==> config.mk <==
export PLATFORM = sky130hd
export DESIGN_NAME = markup_block_tokenizer_core
export DESIGN_NICKNAME = d
export VERILOG_FILES = /design/src/hdl/mbt_pkg.sv /design/src/hdl/mbt_front.sv /design/src/hdl/mbt_queue.sv /design/src/hdl/mbt_back.sv /design/src/hdl/markup_block_tokenizer_core.sv
export VERILOG_INCLUDE_DIRS = /design/src /design/src/hdl
export SDC_FILE = /design/constraint.sdc
export NUM_CORES = 1
export LEC_CHECK = 0
export BUFFER_PORTS_ARGS = -buffer_cell sky130_fd_sc_hd__buf_4
export CAP_MARGIN = 10
export CORE_ASPECT_RATIO = 0.7
export CORE_MARGIN = 1.5
export CORE_UTILIZATION = 35
export CTS_BUF_LIST = sky130_fd_sc_hd__clkbuf_4 sky130_fd_sc_hd__clkbuf_8 sky130_fd_sc_hd__clkbuf_16
export CTS_CLUSTER_DIAMETER = 30
export DETAILED_ROUTE_END_ITERATION = 10
export REMOVE_ABC_BUFFERS = 1
export SLEW_MARGIN = 30
export SYNTH_ARGS = -nofsm -noshare
export SYNTH_HDL_FRONTEND = slang
export SYNTH_SLANG_ARGS = --single-unit
==> constraint.sdc <==
create_clock -name clk_i -period 6.4 [get_ports clk_i]
set_input_delay 1.28 -clock clk_i [delete_from_list [all_inputs] [get_ports clk_i]]
set_output_delay 1.28 -clock clk_i [all_outputs]
set_load 0.02 [all_outputs]
==> src/hdl/markup_block_tokenizer_core_macros.svh <==
// Assertion helpers shared by the tokenizer RTL.
// Each macro expects clk_i and rst_ni to be visible where it is used.
`ifndef MARKUP_BLOCK_TOKENIZER_CORE_MACROS_SVH
`define MARKUP_BLOCK_TOKENIZER_CORE_MACROS_SVH

// The consequent must hold in the same cycle as the antecedent.
`define MBT_ASSERT_NOW(lbl, ante, cons, msg) \
  lbl: assert property (@(posedge clk_i) disable iff (!rst_ni) (ante) |-> (cons)) \
    else $error(msg);

// The consequent must hold in the cycle after the antecedent.
`define MBT_ASSERT_NEXT(lbl, ante, cons, msg) \
  lbl: assert property (@(posedge clk_i) disable iff (!rst_ni) (ante) |=> (cons)) \
    else $error(msg);

`endif

==> src/hdl/mbt_pkg.sv <==
`default_nettype none

package mbt_pkg;

  // Longest name that can be compared, and the width of the name index.
  localparam int unsigned MaxName  = 8;
  localparam int unsigned NameIdxW = 4;
  localparam int unsigned NameSelW = 3;

  // Entries in the queue between the front and back parts.
  localparam int unsigned QueueDepth = 2;

  localparam logic [7:0] CharEscape    = 8'h5C;
  localparam logic [7:0] CharOptOpen   = 8'h5B;
  localparam logic [7:0] CharOptClose  = 8'h5D;
  localparam logic [7:0] CharContOpen  = 8'h7B;
  localparam logic [7:0] CharContClose = 8'h7D;

  typedef enum logic [2:0] {
    ModeText,
    ModeName,
    ModeOpt,
    ModeAfterOpt,
    ModeCont
  } mode_e;

  typedef enum logic [3:0] {
    ClassText,
    ClassEscape,
    ClassName,
    ClassOptOpen,
    ClassOptBody,
    ClassOptClose,
    ClassContOpen,
    ClassContBody,
    ClassContClose
  } byte_class_e;

  typedef enum logic [2:0] {
    ErrNone,
    ErrOptOpen,
    ErrContOpen,
    ErrNameAtEnd,
    ErrDepth
  } error_e;

  typedef enum logic [1:0] {
    CfgMatchName,
    CfgMatchLength,
    CfgMatchEnable
  } cfg_reg_e;

  typedef struct packed {
    logic [7:0] data_byte;
    logic       end_of_text;
  } in_word_t;

  typedef struct packed {
    logic [3:0] byte_class;
    logic [3:0] nest_depth;
    logic       name_done;
    logic       name_hit;
    logic [2:0] error_code;
    logic       final_res;
  } out_word_t;

  // Byte kinds found by the front part.
  typedef struct packed {
    logic is_escape;
    logic is_opt_open;
    logic is_opt_close;
    logic is_cont_open;
    logic is_cont_close;
    logic is_name_char;
  } byte_kind_t;

  typedef struct packed {
    byte_kind_t kind;
    logic [7:0] data_byte;
    logic       end_of_text;
  } cls_word_t;

  typedef struct packed {
    logic [63:0]         match_name;
    logic [NameIdxW-1:0] match_length;
    logic                match_enable;
  } cfg_t;

endpackage

`default_nettype wire

==> src/hdl/mbt_front.sv <==
`default_nettype none

module mbt_front
  import mbt_pkg::*;
(
  input  wire logic      clk_i,
  input  wire logic      rst_ni,
  input  wire logic      in_valid_i,
  output logic           in_stall_o,
  input  wire in_word_t  in_word_i,
  output logic           push_valid_o,
  output cls_word_t      push_word_o,
  input  wire logic      queue_full_i
);

  logic      valid_q, valid_d;
  cls_word_t word_q, word_d;
  logic      accept;
  logic      push;

  assign in_stall_o = valid_q && queue_full_i;
  assign accept     = in_valid_i && !in_stall_o;
  assign push       = valid_q && !queue_full_i;

  // The byte kinds are stateless, so they are worked out before the register.
  always_comb begin
    word_d                    = word_q;
    word_d.data_byte          = in_word_i.data_byte;
    word_d.end_of_text        = in_word_i.end_of_text;
    word_d.kind.is_escape     = (in_word_i.data_byte == CharEscape);
    word_d.kind.is_opt_open   = (in_word_i.data_byte == CharOptOpen);
    word_d.kind.is_opt_close  = (in_word_i.data_byte == CharOptClose);
    word_d.kind.is_cont_open  = (in_word_i.data_byte == CharContOpen);
    word_d.kind.is_cont_close = (in_word_i.data_byte == CharContClose);
    word_d.kind.is_name_char  = in_word_i.data_byte inside
                                {[8'h30:8'h39], [8'h41:8'h5A], [8'h61:8'h7A]};
  end

  always_comb begin
    valid_d = valid_q;
    if (accept) begin
      valid_d = 1'b1;
    end else if (push) begin
      valid_d = 1'b0;
    end
  end

  always_ff @(posedge clk_i or negedge rst_ni) begin
    if (!rst_ni) begin
      valid_q <= 1'b0;
    end else begin
      valid_q <= valid_d;
    end
  end

  always_ff @(posedge clk_i) begin
    if (accept) begin
      word_q <= word_d;
    end
  end

  assign push_valid_o = push;
  assign push_word_o  = word_q;

endmodule

`default_nettype wire

==> src/hdl/mbt_queue.sv <==
`default_nettype none

module mbt_queue
  import mbt_pkg::*;
(
  input  wire logic      clk_i,
  input  wire logic      rst_ni,
  input  wire logic      push_i,
  input  wire cls_word_t push_word_i,
  output logic           full_o,
  output logic           pop_valid_o,
  input  wire logic      pop_i,
  output cls_word_t      pop_word_o
);

  localparam int unsigned PtrW   = (QueueDepth > 1) ? $clog2(QueueDepth) : 1;
  localparam int unsigned CountW = $clog2(QueueDepth + 1);

  cls_word_t         mem_q [QueueDepth];
  logic [PtrW-1:0]   wr_ptr_q, wr_ptr_d;
  logic [PtrW-1:0]   rd_ptr_q, rd_ptr_d;
  logic [CountW-1:0] count_q, count_d;

  assign full_o      = (count_q == CountW'(QueueDepth));
  assign pop_valid_o = (count_q != '0);
  assign pop_word_o  = mem_q[rd_ptr_q];

  always_comb begin
    wr_ptr_d = wr_ptr_q;
    rd_ptr_d = rd_ptr_q;
    count_d  = count_q;
    if (push_i) begin
      wr_ptr_d = (wr_ptr_q == PtrW'(QueueDepth - 1)) ? '0 : wr_ptr_q + 1'b1;
    end
    if (pop_i) begin
      rd_ptr_d = (rd_ptr_q == PtrW'(QueueDepth - 1)) ? '0 : rd_ptr_q + 1'b1;
    end
    if (push_i && !pop_i) begin
      count_d = count_q + 1'b1;
    end else if (pop_i && !push_i) begin
      count_d = count_q - 1'b1;
    end
  end

  always_ff @(posedge clk_i or negedge rst_ni) begin
    if (!rst_ni) begin
      wr_ptr_q <= '0;
      rd_ptr_q <= '0;
      count_q  <= '0;
    end else begin
      wr_ptr_q <= wr_ptr_d;
      rd_ptr_q <= rd_ptr_d;
      count_q  <= count_d;
    end
  end

  always_ff @(posedge clk_i) begin
    if (push_i) begin
      mem_q[wr_ptr_q] <= push_word_i;
    end
  end

endmodule

`default_nettype wire

==> src/hdl/mbt_back.sv <==
`default_nettype none

`include "markup_block_tokenizer_core_macros.svh"

module mbt_back
  import mbt_pkg::*;
#(
  parameter int unsigned MAX_DEPTH = 15
) (
  input  wire logic      clk_i,
  input  wire logic      rst_ni,
  input  wire cfg_t      cfg_i,
  input  wire logic      pop_valid_i,
  input  wire cls_word_t pop_word_i,
  output logic           pop_o,
  output logic           out_valid_o,
  input  wire logic      out_stall_i,
  output out_word_t      out_word_o
);

  localparam int unsigned DepthW = $clog2(MAX_DEPTH + 1);

  mode_e               mode_q, mode_d, mode_nxt;
  logic [DepthW-1:0]   depth_q, depth_d, depth_nxt;
  logic [NameIdxW-1:0] idx_q, idx_d, idx_nxt;
  logic                mism_q, mism_d, mism_nxt;
  error_e              err_q, err_d, err_nxt;

  logic        out_valid_q;
  out_word_t   out_q;
  out_word_t   res;

  byte_kind_t  kind;
  logic        eot;
  logic        close_last;
  logic        at_limit;
  logic        overflow;
  logic        name_at_end;
  logic        name_done;
  logic        name_hit;
  byte_class_e cls;
  logic [7:0]  want;
  logic [31:0] depth_ext;

  assign kind       = pop_word_i.kind;
  assign eot        = pop_word_i.end_of_text;
  assign close_last = (depth_q <= DepthW'(1));
  assign at_limit   = (depth_q >= DepthW'(MAX_DEPTH));
  assign want       = cfg_i.match_name[8 * idx_q[NameSelW-1:0] +: 8];

  assign pop_o = pop_valid_i && (!out_valid_q || !out_stall_i);

  // Next parse mode.
  always_comb begin
    mode_nxt = mode_q;
    case (mode_q)
      ModeName: begin
        if (kind.is_name_char) begin
          mode_nxt = ModeName;
        end else if (kind.is_opt_open) begin
          mode_nxt = ModeOpt;
        end else if (kind.is_cont_open) begin
          mode_nxt = ModeCont;
        end else if (kind.is_escape) begin
          mode_nxt = ModeName;
        end else begin
          mode_nxt = ModeText;
        end
      end
      ModeOpt: begin
        if (kind.is_opt_close && close_last) begin
          mode_nxt = ModeAfterOpt;
        end
      end
      ModeAfterOpt: begin
        if (kind.is_cont_open) begin
          mode_nxt = ModeCont;
        end else if (kind.is_escape) begin
          mode_nxt = ModeName;
        end else begin
          mode_nxt = ModeText;
        end
      end
      ModeCont: begin
        if (kind.is_cont_close && close_last) begin
          mode_nxt = ModeText;
        end
      end
      default: begin
        mode_nxt = kind.is_escape ? ModeName : ModeText;
      end
    endcase
    mode_d = eot ? ModeText : mode_nxt;
  end

  // Class, depth, name tracking and errors for the byte at the queue head.
  always_comb begin
    cls         = ClassText;
    depth_nxt   = depth_q;
    idx_nxt     = idx_q;
    mism_nxt    = mism_q;
    overflow    = 1'b0;
    name_at_end = 1'b0;
    name_done   = 1'b0;
    name_hit    = 1'b0;
    case (mode_q)
      ModeName: begin
        if (kind.is_name_char) begin
          if (idx_q < NameIdxW'(MaxName) && idx_q < cfg_i.match_length) begin
            if (want != pop_word_i.data_byte) begin
              mism_nxt = 1'b1;
            end
            idx_nxt = idx_q + 1'b1;
          end else begin
            mism_nxt = 1'b1;
          end
          cls         = ClassName;
          name_at_end = eot;
        end else begin
          name_done = 1'b1;
          name_hit  = !cfg_i.match_enable ||
                      (!mism_q && idx_q == cfg_i.match_length &&
                       cfg_i.match_length <= NameIdxW'(MaxName));
          if (kind.is_opt_open) begin
            depth_nxt = DepthW'(1);
            cls       = ClassOptOpen;
          end else if (kind.is_cont_open) begin
            depth_nxt = DepthW'(1);
            cls       = ClassContOpen;
          end else if (kind.is_escape) begin
            idx_nxt  = '0;
            mism_nxt = 1'b0;
            cls      = ClassEscape;
          end
        end
      end
      ModeOpt: begin
        cls = ClassOptBody;
        if (kind.is_opt_open) begin
          if (at_limit) begin
            overflow = 1'b1;
          end else begin
            depth_nxt = depth_q + 1'b1;
          end
        end else if (kind.is_opt_close) begin
          depth_nxt = close_last ? '0 : depth_q - 1'b1;
          if (close_last) begin
            cls = ClassOptClose;
          end
        end
      end
      ModeAfterOpt: begin
        if (kind.is_cont_open) begin
          depth_nxt = DepthW'(1);
          cls       = ClassContOpen;
        end else if (kind.is_escape) begin
          idx_nxt  = '0;
          mism_nxt = 1'b0;
          cls      = ClassEscape;
        end
      end
      ModeCont: begin
        cls = ClassContBody;
        if (kind.is_cont_open) begin
          if (at_limit) begin
            overflow = 1'b1;
          end else begin
            depth_nxt = depth_q + 1'b1;
          end
        end else if (kind.is_cont_close) begin
          depth_nxt = close_last ? '0 : depth_q - 1'b1;
          if (close_last) begin
            cls = ClassContClose;
          end
        end
      end
      default: begin
        if (kind.is_escape) begin
          idx_nxt  = '0;
          mism_nxt = 1'b0;
          cls      = ClassEscape;
        end
      end
    endcase

    if (mode_nxt != ModeOpt && mode_nxt != ModeCont) begin
      depth_nxt = '0;
    end

    // The first error is kept; overflow on this byte wins over end errors.
    err_nxt = err_q;
    if (overflow && err_nxt == ErrNone) begin
      err_nxt = ErrDepth;
    end
    if (eot && err_nxt == ErrNone) begin
      if (mode_nxt == ModeOpt) begin
        err_nxt = ErrOptOpen;
      end else if (mode_nxt == ModeCont) begin
        err_nxt = ErrContOpen;
      end else if (name_at_end) begin
        err_nxt = ErrNameAtEnd;
      end
    end

    depth_ext = 32'(depth_nxt);

    res.byte_class = cls;
    res.nest_depth = depth_ext[3:0];
    res.name_done  = name_done;
    res.name_hit   = name_hit;
    res.error_code = err_nxt;
    res.final_res  = eot;

    depth_d = eot ? '0 : depth_nxt;
    idx_d   = eot ? '0 : idx_nxt;
    mism_d  = eot ? 1'b0 : mism_nxt;
    err_d   = eot ? ErrNone : err_nxt;
  end

  always_ff @(posedge clk_i or negedge rst_ni) begin
    if (!rst_ni) begin
      mode_q      <= ModeText;
      depth_q     <= '0;
      idx_q       <= '0;
      mism_q      <= 1'b0;
      err_q       <= ErrNone;
      out_valid_q <= 1'b0;
    end else begin
      if (pop_o) begin
        mode_q      <= mode_d;
        depth_q     <= depth_d;
        idx_q       <= idx_d;
        mism_q      <= mism_d;
        err_q       <= err_d;
        out_valid_q <= 1'b1;
      end else if (!out_stall_i) begin
        out_valid_q <= 1'b0;
      end
    end
  end

  always_ff @(posedge clk_i) begin
    if (pop_o) begin
      out_q <= res;
    end
  end

  assign out_valid_o = out_valid_q;
  assign out_word_o  = out_q;

  `MBT_ASSERT_NOW(a_hit_needs_done, out_valid_q && out_q.name_hit, out_q.name_done,
    "name_hit set without name_done")
  `MBT_ASSERT_NEXT(a_final_clears, pop_o && eot,
    mode_q == ModeText && depth_q == '0 && err_q == ErrNone,
    "state not cleared after final word")
  `MBT_ASSERT_NEXT(a_error_sticky, pop_o && !eot && err_q != ErrNone,
    err_q == $past(err_q), "sticky error changed before final word")
  `MBT_ASSERT_NOW(a_depth_in_body, depth_q != '0,
    mode_q == ModeOpt || mode_q == ModeCont, "depth nonzero outside options or contents")

endmodule

`default_nettype wire

==> src/hdl/markup_block_tokenizer_core.sv <==
// Markup block tokenizer: tags every byte of a \name[options]{contents} stream.
// Input channel: in_valid_i / in_stall_o with in_word_i carrying one byte and
// its end_of_text flag; a word is taken when valid is high and stall is low.
// Output channel: out_valid_o / out_stall_i with out_word_o carrying the byte
// class, nesting depth, name_done/name_hit and the sticky error code.
// Exactly one output word leaves for each input word, in order.
// A word taken on the input passes the front register, the queue and the output
// register of the parse engine before it shows on out_valid_o. Throughput is one
// word per cycle while the receiver does not stall; the back engine updates the
// parse state as each word leaves the queue. The configuration port writes
// match_name, match_length and match_enable by index with cfg_we_i; the user must
// write it only while no word is in flight, and the block does not enforce this.
// Reset clears the parse state, all valid flags and the configuration.
// When the receiver stalls, the output word holds and the queue fills; the
// input side stalls once the front register and both queue entries hold words,
// so at most four words wait in the block and none is lost or repeated.
// After a word with end_of_text set, the parse state returns to its reset value.
`default_nettype none

module markup_block_tokenizer_core
  import mbt_pkg::*;
#(
  parameter int unsigned MAX_DEPTH = 15
) (
  input  wire logic        clk_i,
  input  wire logic        rst_ni,
  input  wire logic        in_valid_i,
  output logic             in_stall_o,
  input  wire in_word_t    in_word_i,
  output logic             out_valid_o,
  input  wire logic        out_stall_i,
  output out_word_t        out_word_o,
  input  wire logic        cfg_we_i,
  input  wire logic [1:0]  cfg_index_i,
  input  wire logic [63:0] cfg_data_i
);

  // Configuration registers, written by index and read by the back engine.
  cfg_t cfg_q, cfg_d;

  always_comb begin
    cfg_d = cfg_q;
    if (cfg_we_i) begin
      case (cfg_index_i)
        CfgMatchName:   cfg_d.match_name   = cfg_data_i;
        CfgMatchLength: cfg_d.match_length = cfg_data_i[NameIdxW-1:0];
        CfgMatchEnable: cfg_d.match_enable = cfg_data_i[0];
        default:        cfg_d = cfg_q;
      endcase
    end
  end

  always_ff @(posedge clk_i or negedge rst_ni) begin
    if (!rst_ni) begin
      cfg_q <= '0;
    end else begin
      cfg_q <= cfg_d;
    end
  end

  // Front part: registers each byte together with its byte kind.
  logic      push_valid;
  cls_word_t push_word;
  logic      queue_full;

  mbt_front u_front (
    .clk_i        (clk_i),
    .rst_ni       (rst_ni),
    .in_valid_i   (in_valid_i),
    .in_stall_o   (in_stall_o),
    .in_word_i    (in_word_i),
    .push_valid_o (push_valid),
    .push_word_o  (push_word),
    .queue_full_i (queue_full)
  );

  // The queue decouples the front from the back, so each side stalls alone.
  logic      pop_valid;
  logic      pop;
  cls_word_t pop_word;

  mbt_queue u_queue (
    .clk_i       (clk_i),
    .rst_ni      (rst_ni),
    .push_i      (push_valid),
    .push_word_i (push_word),
    .full_o      (queue_full),
    .pop_valid_o (pop_valid),
    .pop_i       (pop),
    .pop_word_o  (pop_word)
  );

  // Back part: the parse engine and the output register.
  mbt_back #(
    .MAX_DEPTH (MAX_DEPTH)
  ) u_back (
    .clk_i       (clk_i),
    .rst_ni      (rst_ni),
    .cfg_i       (cfg_q),
    .pop_valid_i (pop_valid),
    .pop_word_i  (pop_word),
    .pop_o       (pop),
    .out_valid_o (out_valid_o),
    .out_stall_i (out_stall_i),
    .out_word_o  (out_word_o)
  );

endmodule

`default_nettype wire

Yosys cells after proc, flatten, opt, wreduce, memory -nomap -nowiden

Memory sizes are Yosys's and may differ from the RTL's.
Cells that the tools add are included.

Register bits after elaboration: 119
RAM bits: 30
Bits of input ports: 80
Output and inout port bits: 16
Word-level logic and storage cells: 181
Memories: 1

Add/sub/neg operators: 7
$lt $le $gt $ge: 11
Equal/unequal tests: 23
Shift operators: 1
Mux-type cells: 69
Bitwise operators: 1
Reduce and logical (&&, ||, !) cells: 41

Memories:

| memory        | words | width | read ports | clocked after memory_dff | wr ports | line            | text |
|---|---|---|---|---|---|---|---|
| u_queue.mem_q | 2     | 15    | 1          | 0                        | 1        | mbt_queue.sv:19 | `cls_word_t mem_q [QueueDepth];` |

Operators with widths:

| kind                | number |
|---|---|
| $mux 4              | 25 |
| $shiftx 64x7->8     | 1 |
| $eq 8x7->1 const B  | 5 |
| $mux 3              | 12 |
| $pmux 4 s4          | 2 |
| $mux 1              | 24 |
| $logic_and 1x1->1   | 17 |
| $ge 8x7->1 const B  | 2 |
| $le 8x7->1 const B  | 2 |
| $pmux 3 s4          | 1 |
| $pmux 4 s3          | 1 |
| $eq 3x2->1 const B  | 3 |
| $add 4x1->4 const B | 2 |
| $ge 8x6->1 const B  | 1 |
| $le 8x6->1 const B  | 1 |
| $logic_not 1->1     | 8 |
| $ne 8x8->1          | 1 |
| $reduce_and 4->1    | 2 |
| $eq 3x3->1 const B  | 2 |
| $logic_not 3->1     | 2 |
| $reduce_and 2->1    | 3 |
| $reduce_bool 2->1   | 3 |
| $ne 5x4->1 const B  | 1 |
| $eq 2x2->1 const B  | 2 |
| 25 further kinds    | 30 |

Longest topological paths before layout

Gate-level depths: netlist of the first run.

Word-level depth: 11
Mapped depth: 10
Mapped depth without buffers: 9

Hierarchy

From an unflattened synthesis of the first run, not the netlist that was laid out.

Cell total of the unflattened synthesis: 543
Area, all modules: 7495.9 um2

Modules (own cells, without submodules):

| module                      | instances | cells each | area each (um2) | seq. area each (um2) |
|---|---|---|---|---|
| markup_block_tokenizer_core | 1         | 148        | 2887.8          | 1726.7 |
| mbt_back                    | 1         | 294        | 2681.3          | 820.8 |
| mbt_queue                   | 1         | 63         | 1323.8          | 1001.0 |
| mbt_front                   | 1         | 38         | 603.1           | 475.5 |

Worst setup path after synthesis of the first run

OpenSTA, ideal clock, no wires.

Kind: input port to flip-flop
Start: input port out_stall_i
End: register u_back.idx_q[2]
Library setup time: 69 ps
Arrival time: 2629 ps
Required time: 6331 ps
Setup slack: 3701 ps
Stages on the path: 6
Buffers on the path: 0
Cell sequence: nand2_1 o21ai_0 inv_1 o21ai_1 or4_1 nand3_1

Word-level cells in the longest chain between the ends: 4

RTL lines:

| what                       | line                              | text |
|---|---|---|
| from (decl)                | markup_block_tokenizer_core.sv:31 | `input wire logic out_stall_i,` |
| $logic_not 1->1            | mbt_back.sv:51                    | `assign pop_o = pop_valid_i && (!out_valid_q \|\| !out_stall_i);` |
| $logic_or 1x1->1           | mbt_back.sv:51                    |  |
| $logic_and 1x1->1          | mbt_back.sv:51                    |  |
| net pop                    | markup_block_tokenizer_core.sv:79 | `logic pop;` |
| $reduce_and 4->1 (no line) | n/a                               |  |
| to (signal assigned)       | mbt_back.sv:232                   | `idx_q <= idx_d;` |
| to (decl)                  | mbt_back.sv:25                    | `logic [NameIdxW-1:0] idx_q, idx_d, idx_nxt;` |

The timed path passes the listed nets, and every way through them passes these cells.
A chain may end at the register's enable or synchronous reset.

Worst setup path in the final report of the first run

Start: register u_back.idx_q[1]
End: register u_back.mism_q

Word-level cells in the longest chain between the ends: 6
Elaborated cells on any way between the ends: 11
Those cells by class: 2 x order compare; 2 x eq/ne; 1 x shift; 4 x mux; 2 x reduce/logical

RTL lines:

| what                                                                    | line            | text |
|---|---|---|
| parallel branches: the longest is 6 deep, another holds $shiftx 64x7->8 | n/a             |  |
| to (signal assigned)                                                    | mbt_back.sv:233 | `mism_q <= mism_d;` |
| to (decl)                                                               | mbt_back.sv:26  | `logic mism_q, mism_d, mism_nxt;` |

Several ways; the timed one is not identified.

==> results by group, run 1 <==
Synthesis
  – Syn. warnings: 0
  – Post-Synthesis Cells: 530
  – Post-Syn Area: 7110 um2
  – FFs w/ async S/R, synth: between 60% and 70%
  – Sequential share of the synthesized area: a little under three fifths
  – Main synth FF type: dfrtp_1
  – Post-synth EDFFs: 59
  – Cell variety after synth: 63
  – Seq cells post-synth: 149
  – Syn_area_per_cell: approximately 13 um2

Hold path
  – Hold Crit Class: reg -> reg

Routing
  – DR WL/cell: roughly 17 um
  – 1st-iter DRT viols: around 340
  – Via count: between 4k and 5k
  – DRC viols: 0
  – Final wirelength: 15500 um
  – TritonRoute pass-1 iters: 5
  – Drt via density: 5.06
  – Antenna Nets Post-Route: 0

Clock tree
  – CTS root buf: clkbuf_16
  – Post-CTS Setup Bufs: 0
  – CTS buffer count: 17
  – Post-CTS sizing: 0
  – CTS tree: built
  – Longest Clk Path Bufs: 2
  – Clock Latency Late Sink: 420 ps
  – CTS sink count: 149
  – Post-CTS Hold Buffers: 0
  – Clk slew on worst S/H paths: 70 ps
  – H-tree levels: 4

Place
  – Hpwl dp: 11100 um
  – RePlAce Congestion: 0.836
  – Post-Place Setup Slack: 3120 ps
  – IO Port Bufs: 95
  – Cells after DPL: 878

Power and ir drop
  – Static leakage: 3.57 nW
  – Worst VDD drop: between 200 and 250 uV
  – Cell Pwr Density: 407 nW/um2

Timing
  – RSZ-0062 raised after global routing: false
  – Slew Viols, Final: 0
  – Final hold slack: ~450 ps
  – Final setup vio count: 0
  – Slew HR: 43.7%
  – Skew final: approximately 13 ps
  – Fin worst setup slack: 3500 ps
  – Setup_tns: 0 ps
  – Tightest Pin Transition: 845 ps
  – Fin. Hold Viols: 0
  – Crit share post-route: 45.3%
  – Final critical-path required period: 2900 ps
  – FMAX: 345 MHz

Critical path
  – Kind of critical path: reg -> reg
  – Crit path launch type: register
  – Worst R2R Setup Slack: 3500 ps
  – Crit path capture type: register
  – Arr. time, crit path: 3190 ps
  – Maximum fanout along the worst path: 16
  – Critical Path RT: around 6700 ps

Global routing
  – First-pass GRT wire length: 24800 um
  – GR Util All Layers: 15.1%
  – GR peak layer: met1
  – Initial antenna violation count: 0
  – Met3 Usage GRT: 4.34%
  – Met1 Use GR: 22.0%
  – Number of global-route vias before repair: about 4.7k
  – Pin count of the biggest net entering global routing: 64
  – Met2 usage in global routing: 21.5%
  – Total global routing overflow: 0

Layout
  – Share of layout cells above drive strength 1: around 35%
  – Fin cells: 910
  – Area delta synth->final: 21.9%
  – Layout net count: 716
  – Ant. Diodes: 0
  – Core Util, Final: 43.6%

Job
  – Max Cap Viol: 0

Status
  – Status: finished clean

Die
  – Cell row count: 43
  – Top-Level Pins: 96
  – Core Box Area: 19900 um2
  – DIE HEIGHT: about 120 um
  – Starting Density: 35.8%
  – Die width: ~170 um
  – Die footprint: 21200 um2
worst max-delay path, stage by stage (launching register included):
cell and delay [ps]:
dfrtp_1 580, buf_4 350, mux4_1 580, mux2i_1 210, xor2_1 100, nor4_1 460, a31oi_1 160, mux2_1 320
stage by stage:
step	instance area, um2	power, mW
global placement	8070	2.55
finish	8660	3.53
floorplan	6980	2.18
CTS	8660	3.56
global route	8660	3.74
detailed placement	8080	2.57
sequential cells by signal, indices dropped and copies added (netlist names):
register / count
cfg_q: 69
u_queue.mem_q: 30
u_front.push_word_o: 15
u_back.out_word_o: 14
u_back.depth_q: 4
u_back.idx_q: 4
u_back.err_q: 3
u_back.mode_q: 3
u_queue.count_q: 2
u_back.mism_q: 1
u_back.out_valid_o: 1
u_front.valid_q: 1
u_queue.rd_ptr_q: 1
u_queue.wr_ptr_q: 1
placed cells by master (no fill, tap or decap), drive strengths merged, types with 4 or more instances in the layout:
cell type / synthesis / routed
mux2i: 25 / 25
nand3b: 4 / 4
a22o: 6 / 6
nor3b: 4 / 4
clkbuf: 14 / 17
nand3: 13 / 13
buf: 8 / 100
ha: 9 / 9
a21oi: 17 / 17
xnor2: 8 / 8
mux4: 13 / 13
xor2: 6 / 6
dfrtp: 90 / 90
o211ai: 4 / 4
nor3: 11 / 11
edfxtp: 59 / 59
nor2b: 8 / 8
nand2: 33 / 33
nor4: 6 / 6
o21ai: 22 / 22
inv: 14 / 23
mux2: 77 / 77
clkinv: 0 / 6
nor2: 34 / 34
nand2b: 4 / 4
Yosys cell counts, types with 2 or more instances:
cell,instances,area [um2]
a21oi_1,17,85.1
a22o_1,6,52.6
or2_2,2,12.5
dfrtp_1,90,2250
inv_1,12,45.0
inv_2,2,7.51
nor4_1,5,31.3
and3_1,2,12.5
xnor2_1,8,70.1
o21ai_1,2,10.0
nand2_1,33,124
o21ai_0,19,95.1
a221oi_2,2,30.0
or3_1,2,12.5
o221ai_1,2,17.5
nand2b_1,4,25.0
o32a_1,2,20.0
nor2b_1,8,50.1
nor3b_1,2,15.0
a31oi_1,2,12.5
nor3_1,11,55.1
clkbuf_1,14,52.6
edfxtp_1,59,1770
nor2_1,34,128
nand3_1,13,65.1
a21o_1,3,22.5
ha_1,9,113
mux2_2,75,845
buf_6,3,33.8
nand3b_1,4,30.0
o211ai_1,4,30.0
xor2_1,6,52.6
and2_1,3,18.8
or4_1,2,15.0
buf_2,4,20.0
mux4_1,13,342
o22ai_1,2,12.5
mux2i_1,24,240
per-layer routing:
| metal | wire (um) | part of all wire [%] | vias up |
|---|---|---|---|
| li1 | - | - | 2189 |
| met1 | 7840 | 51 | 2257 |
| met3 | 928 | 6.0 | 15 |
| met5 | 0 | 0 | - |
| met4 | 163 | 1.1 | 0 |
| met2 | 6550 | 42 | 146 |
layout make-up:
cell class	count	area [um2]
fill	1796	11200
sequential	149	4030
multi-input combinational	345	2910
timing repair buffer	100	751
clock buffer	17	425
tap	270	338
clock inverter	15	163
inverter	14	52.6
logic make-up (layout without fill, tap and decap cells):
kind of cell             after synthesis  after routing  share of synthesized area [%]
flip-flops                           149            149                           56.6
AO/OA/AOI/OAI                         75             75                           7.34
multiplexers                         115            115                           20.8
AND/OR/NAND/NOR                      132            132                           9.45
buffers and inverters                 36            146                           2.52
XOR/XNOR                              14             14                           1.73
adder cells (fa/ha/maj)                9              9                           1.58
power breakdown:
group / leakage (nW) / internal [mW] / switching [mW]
Combinational: 1.61 / 0.494 / 0.588
Sequential: 1.66 / 1.26 / 0.208
Clock: 0.292 / 0.524 / 0.453
Total: 3.57 / 2.28 / 1.25
final timing paths:
path	startpoint	end	cells after the start
max	u_back.idx_q[1]$_DFFE_PN0P_	u_back.mism_q$_DFFE_PN0P_	7
min	u_front.push_word_o[10]$_DFFE_PP_	u_queue.mem_q[1][10]$_DFFE_PP_	0
max reg2reg	u_back.idx_q[1]$_DFFE_PN0P_	u_back.mism_q$_DFFE_PN0P_	7
min reg2reg	u_front.push_word_o[10]$_DFFE_PP_	u_queue.mem_q[1][10]$_DFFE_PP_	0
max in group asynchronous	rst_ni	u_queue.rd_ptr_q$_DFFE_PN0P_	2
min in group asynchronous	rst_ni	cfg_q[57]$_DFFE_PN0P_	1
(Power assumes the default switching activity.)
==> run 2: changes to the inputs <==
Settings changed: ABC_AREA set to 1.
Clock period 6.4 ns to 3.01 ns, I/O delays scaled along.
==> run 2 against run 1 <==
- synthesized area increased by 4.6%
- sequential share of layout area down 1.8 points
- non-clock buffer count increased by 3
- critical endpoint is now u_back.out_word_o[9]$_DFFE_PP_
- critical path type unchanged
- global-route usage grew 1.7 points
- combinational power rose to 2.7 times the previous value
- worst hold slack got worse by 290 ps
==> results by group, run 2 <==
Timing
  – Final setup vio count: 0 (unchanged)
  – Skew final: 10.3 ps (-2.33 ps)
  – Slew HR: 50.3% (+6.6 points)
  – Fin. Hold Viols: 0 (unchanged)
  – FMAX: 444 MHz (+29%)
  – RSZ-0062 raised after global routing: false
  – Slew Viols, Final: 0 (unchanged)
  – Final critical-path required period: 2250 ps (-644 ps)
  – Tightest Pin Transition: 745 ps (-100 ps)
  – Final hold slack: 161 ps (-289 ps)
  – Crit share post-route: 74.8% (+30 points)

Synthesis
  – FFs w/ async S/R, synth: 60.4% (unchanged)
  – Post-Synthesis Cells: 858 (+62%)
  – Share of the synthesized area in the top cell type: 30.3% (-1.4 points)
  – Synth cell count leaders: nand2_1 (172), inv_1 (118), nor2_1 (108), dfrtp_1 (90), nand3_1 (65)
  – Top cell type by total area after synthesis: dfrtp_1
  – Sequential share of the synthesized area: 54.2% (-2.5 points)
  – Count leader, synth: nand2_1
  – Cell variety after synth: 50 (-21%)
  – Syn. warnings: 0 (unchanged)
  – Syn_area_per_cell: 8.66 um2 (-35%)
  – Seq cells post-synth: 149 (unchanged)
  – Main synth FF type: dfrtp_1
  – Top post-synthesis cells by area: dfrtp_1 (30%), edfxtp_1 (24%), nand2_1 (8.7%), inv_1 (6.0%), nor2_1 (5.5%)
  – Post-Syn Area: 7430 um2 (+4.6%)
  – Post-synth EDFFs: 59 (unchanged)

Layout
  – Biggest register: cfg_q
  – Area delta synth->final: 21.3%
  – Layout net count: 1040 (+45%)
  – Most frequent cells in the layout: nand2_1 (172), inv_1 (118), nor2_1 (108), buf_4 (101), dfrtp_1 (90)
  – Final Cell Area: 9010 um2 (+4.0%)
  – Largest register FFs: 69 (unchanged)
  – Share of layout cells above drive strength 1: 19.0% (-16 points)
  – Commonest non-fill, non-tap cell in the layout: nand2_1
  – Fill cell count: 2061 (+15%)
  – Fin cells: 1240 (+36%)
  – Ant. Diodes: 0 (unchanged)
  – Core Util, Final: 43.4% (-0.21 points)

Critical path
  – Crit path capture type: register
  – Arr. time, crit path: 2430 ps (-760 ps)
  – Critical Path RT: 3190 ps (-3500 ps)
  – Cells on worst reg2reg path: 10 (+3)
  – Kind of critical path: reg -> reg
  – Maximum fanout along the worst path: 8 (-8)
  – Crit path launch type: register

Clock tree
  – CTS sink count: 149 (unchanged)
  – Clock Latency Late Sink: 430 ps (about the same)
  – CTS root buf: clkbuf_16
  – Post-CTS Setup Bufs: 0 (unchanged)
  – CTS tree: built
  – Post-CTS Hold Buffers: 0 (unchanged)
  – Longest Clk Path Bufs: 2 (unchanged)
  – Clk slew on worst S/H paths: 70 ps (about the same)
  – Post-CTS sizing: 0 (unchanged)
  – H-tree levels: 4 (unchanged)
  – CTS buffer count: 17 (unchanged)

Routing
  – TritonRoute pass-1 iters: 5 (unchanged)
  – Antenna Nets Post-Route: 0 (unchanged)
  – Via count: 5879 (+28%)
  – DR WL/cell: 14.1 um (-17%)
  – Drt via density: 4.74 (-6.4%)
  – DRC viols: 0 (unchanged)
  – Final wirelength: 17400 um (+13%)
  – 1st-iter DRT viols: 455 (+36%)

Place
  – RePlAce Congestion: 0.893 (+6.9%)
  – Cells after DPL: 1208 (+38%)
  – IO Port Bufs: 95 (unchanged)
  – Cell Area, Placed: 8440 um2 (+4.5%)
  – Hpwl dp: 12400 um (+12%)

Die
  – Cell row count: 44 (+2.3%)
  – Core Box Area: 20800 um2 (+4.5%)
  – Die footprint: 22100 um2 (+4.5%)
  – Die width: 177 um (+2.2%)
  – Top-Level Pins: 96 (unchanged)
  – Starting Density: 35.8% (about the same)
  – DIE HEIGHT: 125 um (+2.2%)

Global routing
  – Total global routing overflow: 0 (unchanged)
  – First-pass GRT wire length: 29200 um (+18%)
  – Number of global-route vias before repair: 5668 (+20%)
  – GR Util All Layers: 16.7% (+1.7 points)
  – Pin count of the biggest net entering global routing: 116 (+81%)
  – Initial antenna violation count: 0 (unchanged)

Power and ir drop
  – Static leakage: 4.29 nW (+20%)
  – Worst VDD drop: 380 uV (+90%)
  – Cell Pwr Density: 883 nW/um2 (+120%)

Status
  – Status: finished clean

Hold path
  – Hold Crit Class: in -> async

Job
  – Max Cap Viol: 0 (unchanged)
run 2: changes by cell type in the layout (fill, tap and decap cells not counted), sizes merged, moves of 6 or more:
cell and delta:
o21ai +34, nor2 +79, mux4 -13, nand4 +6, inv +110, mux2 -64, a21oi +38, nor2b -8
mux2i -24, nand3 +53, nand2 +144, xnor2 -6, a22o -6
run 2: layer usage:
layer  global-route usage (%)  vias to the layer above  routed length, um
met3                     3.66                       17                952
met1                     26.4                     2716               9350
li1                         -                     2975                  -
met2                     22.4                      171               6950
met5                        0                        -                  0
met4                     5.03                        0                185
run 2: cell families after synthesis:
family / Yosys count / synth area share, %
buffers and inverters: 157 / 8.47
muxes: 14 / 2.10
xor gates and xnor gates: 6 / 0.707
AOI/OAI and AO/OA: 133 / 10.2
and+or+nand+nor: 390 / 22.8
adders and majority gates: 9 / 1.52
DFF: 149 / 54.2
run 2: final cells by class:
cell class / count / area [um2] / share of cell area (%)
Timing Repair Buffer: 103 / 798 / 8.86
Inverter: 128 / 483 / 5.36
Multi-Input combinational cell: 552 / 2790 / 31.0
Clock inverter: 14 / 123 / 1.36
Clock buffer: 18 / 450 / 5.00
Tap cell: 276 / 345 / 3.83
Sequential cell: 149 / 4020 / 44.6
run 2: path summary, 6_finish.rpt:
path,start,endpoint,slack [ps]
hold / removal,rst_ni,cfg_q[62]$_DFFE_PN0P_,160
max in group asynchronous,rst_ni,cfg_q[53]$_DFFE_PN0P_,2160
min in group clk_i,in_word_i[0],u_front.push_word_o[0]$_DFFE_PP_,350
hold reg to reg,u_front.push_word_o[10]$_DFFE_PP_,u_queue.mem_q[0][10]$_DFFE_PP_,450
setup / recovery,u_back.depth_q[0]$_DFFE_PN0P_,u_back.out_word_o[9]$_DFFE_PP_,760
setup reg to reg,u_back.depth_q[0]$_DFFE_PN0P_,u_back.out_word_o[9]$_DFFE_PP_,760
run 2: per-stage QoR:
| step | power, mW | setup slack [ps] | TNS (ps) |
|---|---|---|---|
| detailed placement | 5.91 | 800 | 0 |
| finish | 7.96 | 757 | 0 |
| global placement | 5.89 | 868 | 0 |
| global route | 8.55 | 485 | 0 |
| CTS | 8.01 | 787 | 0 |
| floorplan | 4.92 | -634 | -25110 |
run 2: power by group:
group	switching [mW]	leakage (nW)	internal, mW	total [mW]
Clock	0.895	0.276	1.19	2.09
Sequential	0.270	1.62	2.68	2.95
Combinational	1.94	2.39	0.984	2.92
Total	3.11	4.29	4.86	7.96
run 2: worst max-delay path: stages (launching register included):
cell     delay, ps
dfrtp_1        470
inv_1          180
ha_1           200
nor2_1          70
nor2_1         120
nand2_1        170
nor3_1         230
nor2_1          90
nand4_1        140
nand2_2        130
and3_1         190
==> run 3: changes to the inputs <==
Clock period 3.01 ns to 2.35 ns, I/O delays scaled along.
==> run 3 against run 2 <==
- largest cell class unchanged
- setup slack lost 480 ps
- cell count grew 1.3%
- sequential cell count is the same
- combinational power grew 36%
- critical path depth shrank 2
- worst hold slack gained 58 ps
==> results by group, run 3 (synthesis results as in run 2) <==
Critical path
  – Maximum fanout along the worst path: 10 (+2)
  – Arr. time, crit path: 2250 ps (-180 ps)
  – Crit path capture type: register
  – Crit path launch type: register
  – Kind of critical path: reg -> reg
  – Critical Path RT: 2520 ps (-670 ps)

Timing
  – Slew Viols, Final: 0 (unchanged)
  – FMAX: 481 MHz (+8.5%)
  – Skew final: 14.4 ps (+4.15 ps)
  – RSZ-0062 raised after global routing: false
  – Slew HR: 64.5% (+14 points)
  – Final setup vio count: 0 (unchanged)
  – Crit share post-route: 88.4% (+14 points)
  – Fin. Hold Viols: 0 (unchanged)
  – Final critical-path required period: 2080 ps (-176 ps)
  – Fin worst setup slack: 273 ps (-484 ps)
  – Tightest Pin Transition: 531 ps (-213 ps)

Layout
  – Area delta synth->final: 23.8%
  – Commonest non-fill, non-tap cell in the layout: nand2_1
  – Final Cell Area: 9200 um2 (+2.1%)
  – Most frequent cells in the layout: nand2_1 (172), inv_1 (118), buf_4 (115), nor2_1 (108), dfrtp_1 (90)
  – Share of layout cells above drive strength 1: 20.2% (+1.2 points)
  – Ant. Diodes: 0 (unchanged)
  – Largest register FFs: 69 (unchanged)
  – Core Util, Final: 44.3% (+0.90 points)
  – Biggest register: cfg_q
  – Layout net count: 1056 (+1.5%)

Die
  – Core Box Area: 20800 um2 (unchanged)
  – Starting Density: 35.8% (unchanged)
  – DIE HEIGHT: 125 um (unchanged)
  – Cell row count: 44 (unchanged)
  – Top-Level Pins: 96 (unchanged)
  – Die footprint: 22100 um2 (unchanged)
  – Die width: 177 um (unchanged)

Power and ir drop
  – Cell Pwr Density: 1150 nW/um2 (+30%)
  – Power, Total: 10.6 mW (+33%)
  – Static leakage: 4.39 nW (+2.5%)
  – Worst VDD drop: 536 uV (+41%)

Hold path
  – Hold Crit Class: in -> reg

Job
  – Max Cap Viol: 0 (unchanged)

Clock tree
  – Clock Latency Late Sink: 430 ps (about the same)
  – H-tree levels: 4 (unchanged)
  – CTS root buf: clkbuf_16
  – Clk slew on worst S/H paths: 70 ps (about the same)
  – CTS sink count: 149 (unchanged)
  – Post-CTS sizing: 0 (unchanged)
  – Longest Clk Path Bufs: 2 (unchanged)
  – CTS tree: built
  – CTS buffer count: 17 (unchanged)

Routing
  – TritonRoute pass-1 iters: 5 (unchanged)
  – DRC viols: 0 (unchanged)
  – Antenna Nets Post-Route: 0 (unchanged)
  – Via count: 5940 (+1.0%)
  – Final wirelength: 18000 um (+3.1%)
  – Drt via density: 4.73 (-0.25%)
  – DR WL/cell: 14.3 um (+1.8%)
  – 1st-iter DRT viols: 490 (+7.7%)

Global routing
  – GR Util All Layers: 17.2% (+0.46 points)
  – Number of global-route vias before repair: 5568 (-1.8%)
  – Pin count of the biggest net entering global routing: 89 (-23%)
  – Initial antenna violation count: 0 (unchanged)
  – Total global routing overflow: 0 (unchanged)
  – First-pass GRT wire length: 29700 um (+1.9%)

Place
  – RePlAce Congestion: 0.875 (-2.1%)
  – Cell Area, Placed: 8570 um2 (+1.5%)
  – IO Port Bufs: 95 (unchanged)
  – Post-Place Setup Slack: 322 ps (-478 ps)
  – Hpwl dp: 13000 um (+4.7%)

Status
  – Status: finished clean
-- run 3: cell count changes in the layout (fill, tap and decap cells not counted), moves of 2 or more --
| cell | before | now |
|---|---|---|
| buf_4 | 101 | 115 |
| bufinv_16 | 1 | 4 |
| clkbuf_4 | 0 | 3 |
| clkinv_2 | 2 | 0 |
| clkinv_4 | 1 | 3 |
| inv_6 | 3 | 1 |
-- run 3: path summary, 6_finish.rpt --
check | start | to | slack (ps) | cells after the start
worst max-delay path | u_queue.rd_ptr_q$_DFFE_PN0P_ | u_back.out_word_o[9]$_DFFE_PP_ | 270 | 8
worst min-delay path | in_word_i[0] | u_front.push_word_o[0]$_DFFE_PP_ | 220 | 1
worst max register to register | u_queue.rd_ptr_q$_DFFE_PN0P_ | u_back.out_word_o[9]$_DFFE_PP_ | 270 | 8
worst min register to register | u_front.push_word_o[8]$_DFFE_PP_ | u_queue.mem_q[1][8]$_DFFE_PP_ | 450 | 0
max in group asynchronous | rst_ni | cfg_q[67]$_DFFE_PN0P_ | 1240 | 3
min in group asynchronous | rst_ni | cfg_q[54]$_DFFE_PN0P_ | 540 | 2
-- run 3: critical path, stage by stage (launching register included) --
cell and delay [ps]:
dfrtp_1 540, inv_2 110, nand2_1 90, nand2_2 120, inv_2 140, nor3_1 90, nor3_1 380, nand2_2 180
and3_1 180
-- run 3: cell type report --
class	instances	area (um2)
clock buffers	20	448
well taps	276	345
multi-input cells	552	2790
flip-flops and latches	149	4020
inverters	128	483
repair buffers	119	933
fillers	2079	11600
clock inverters	12	178
-- run 3: report_power, final --
group | switching, mW | total (mW) | internal (mW) | leakage, nW
combinational | 2.59 | 3.98 | 1.38 | 2.47
clock | 1.09 | 2.90 | 1.81 | 0.300
sequential | 0.293 | 3.73 | 3.43 | 1.62
total | 3.98 | 10.6 | 6.63 | 4.39
-- run 3: stage by stage --
step                setup TNS [ps]  hold slack (ps)  instances
floorplan                   -58900              174        829
global placement                 0              428       1223
detailed placement               0              436       1223
CTS                              0              205       1256
global route                     0              208       1256
finish                           0              219       1256
-- run 3: routing by layer --
| layer | share of wire [%] | vias to the layer above | wire (um) | global-route usage (%) |
|---|---|---|---|---|
| met2 | 39 | 160 | 6990 | 22.8 |
| li1 | - | 2996 | - | - |
| met5 | 0 | - | 0 | 0 |
| met3 | 4.6 | 12 | 831 | 3.79 |
| met1 | 56 | 2772 | 10000 | 27.8 |
| met4 | 0.81 | 0 | 145 | 3.94 |
-- run 3: repair_timing --
| item | 4_1_cts | 5_1_grt |
|---|---|---|
| buffers inserted | 0 | 0 |
| hold buffers | 1 | 0 |
| endpoints found under the hold margin | 28 | 0 |
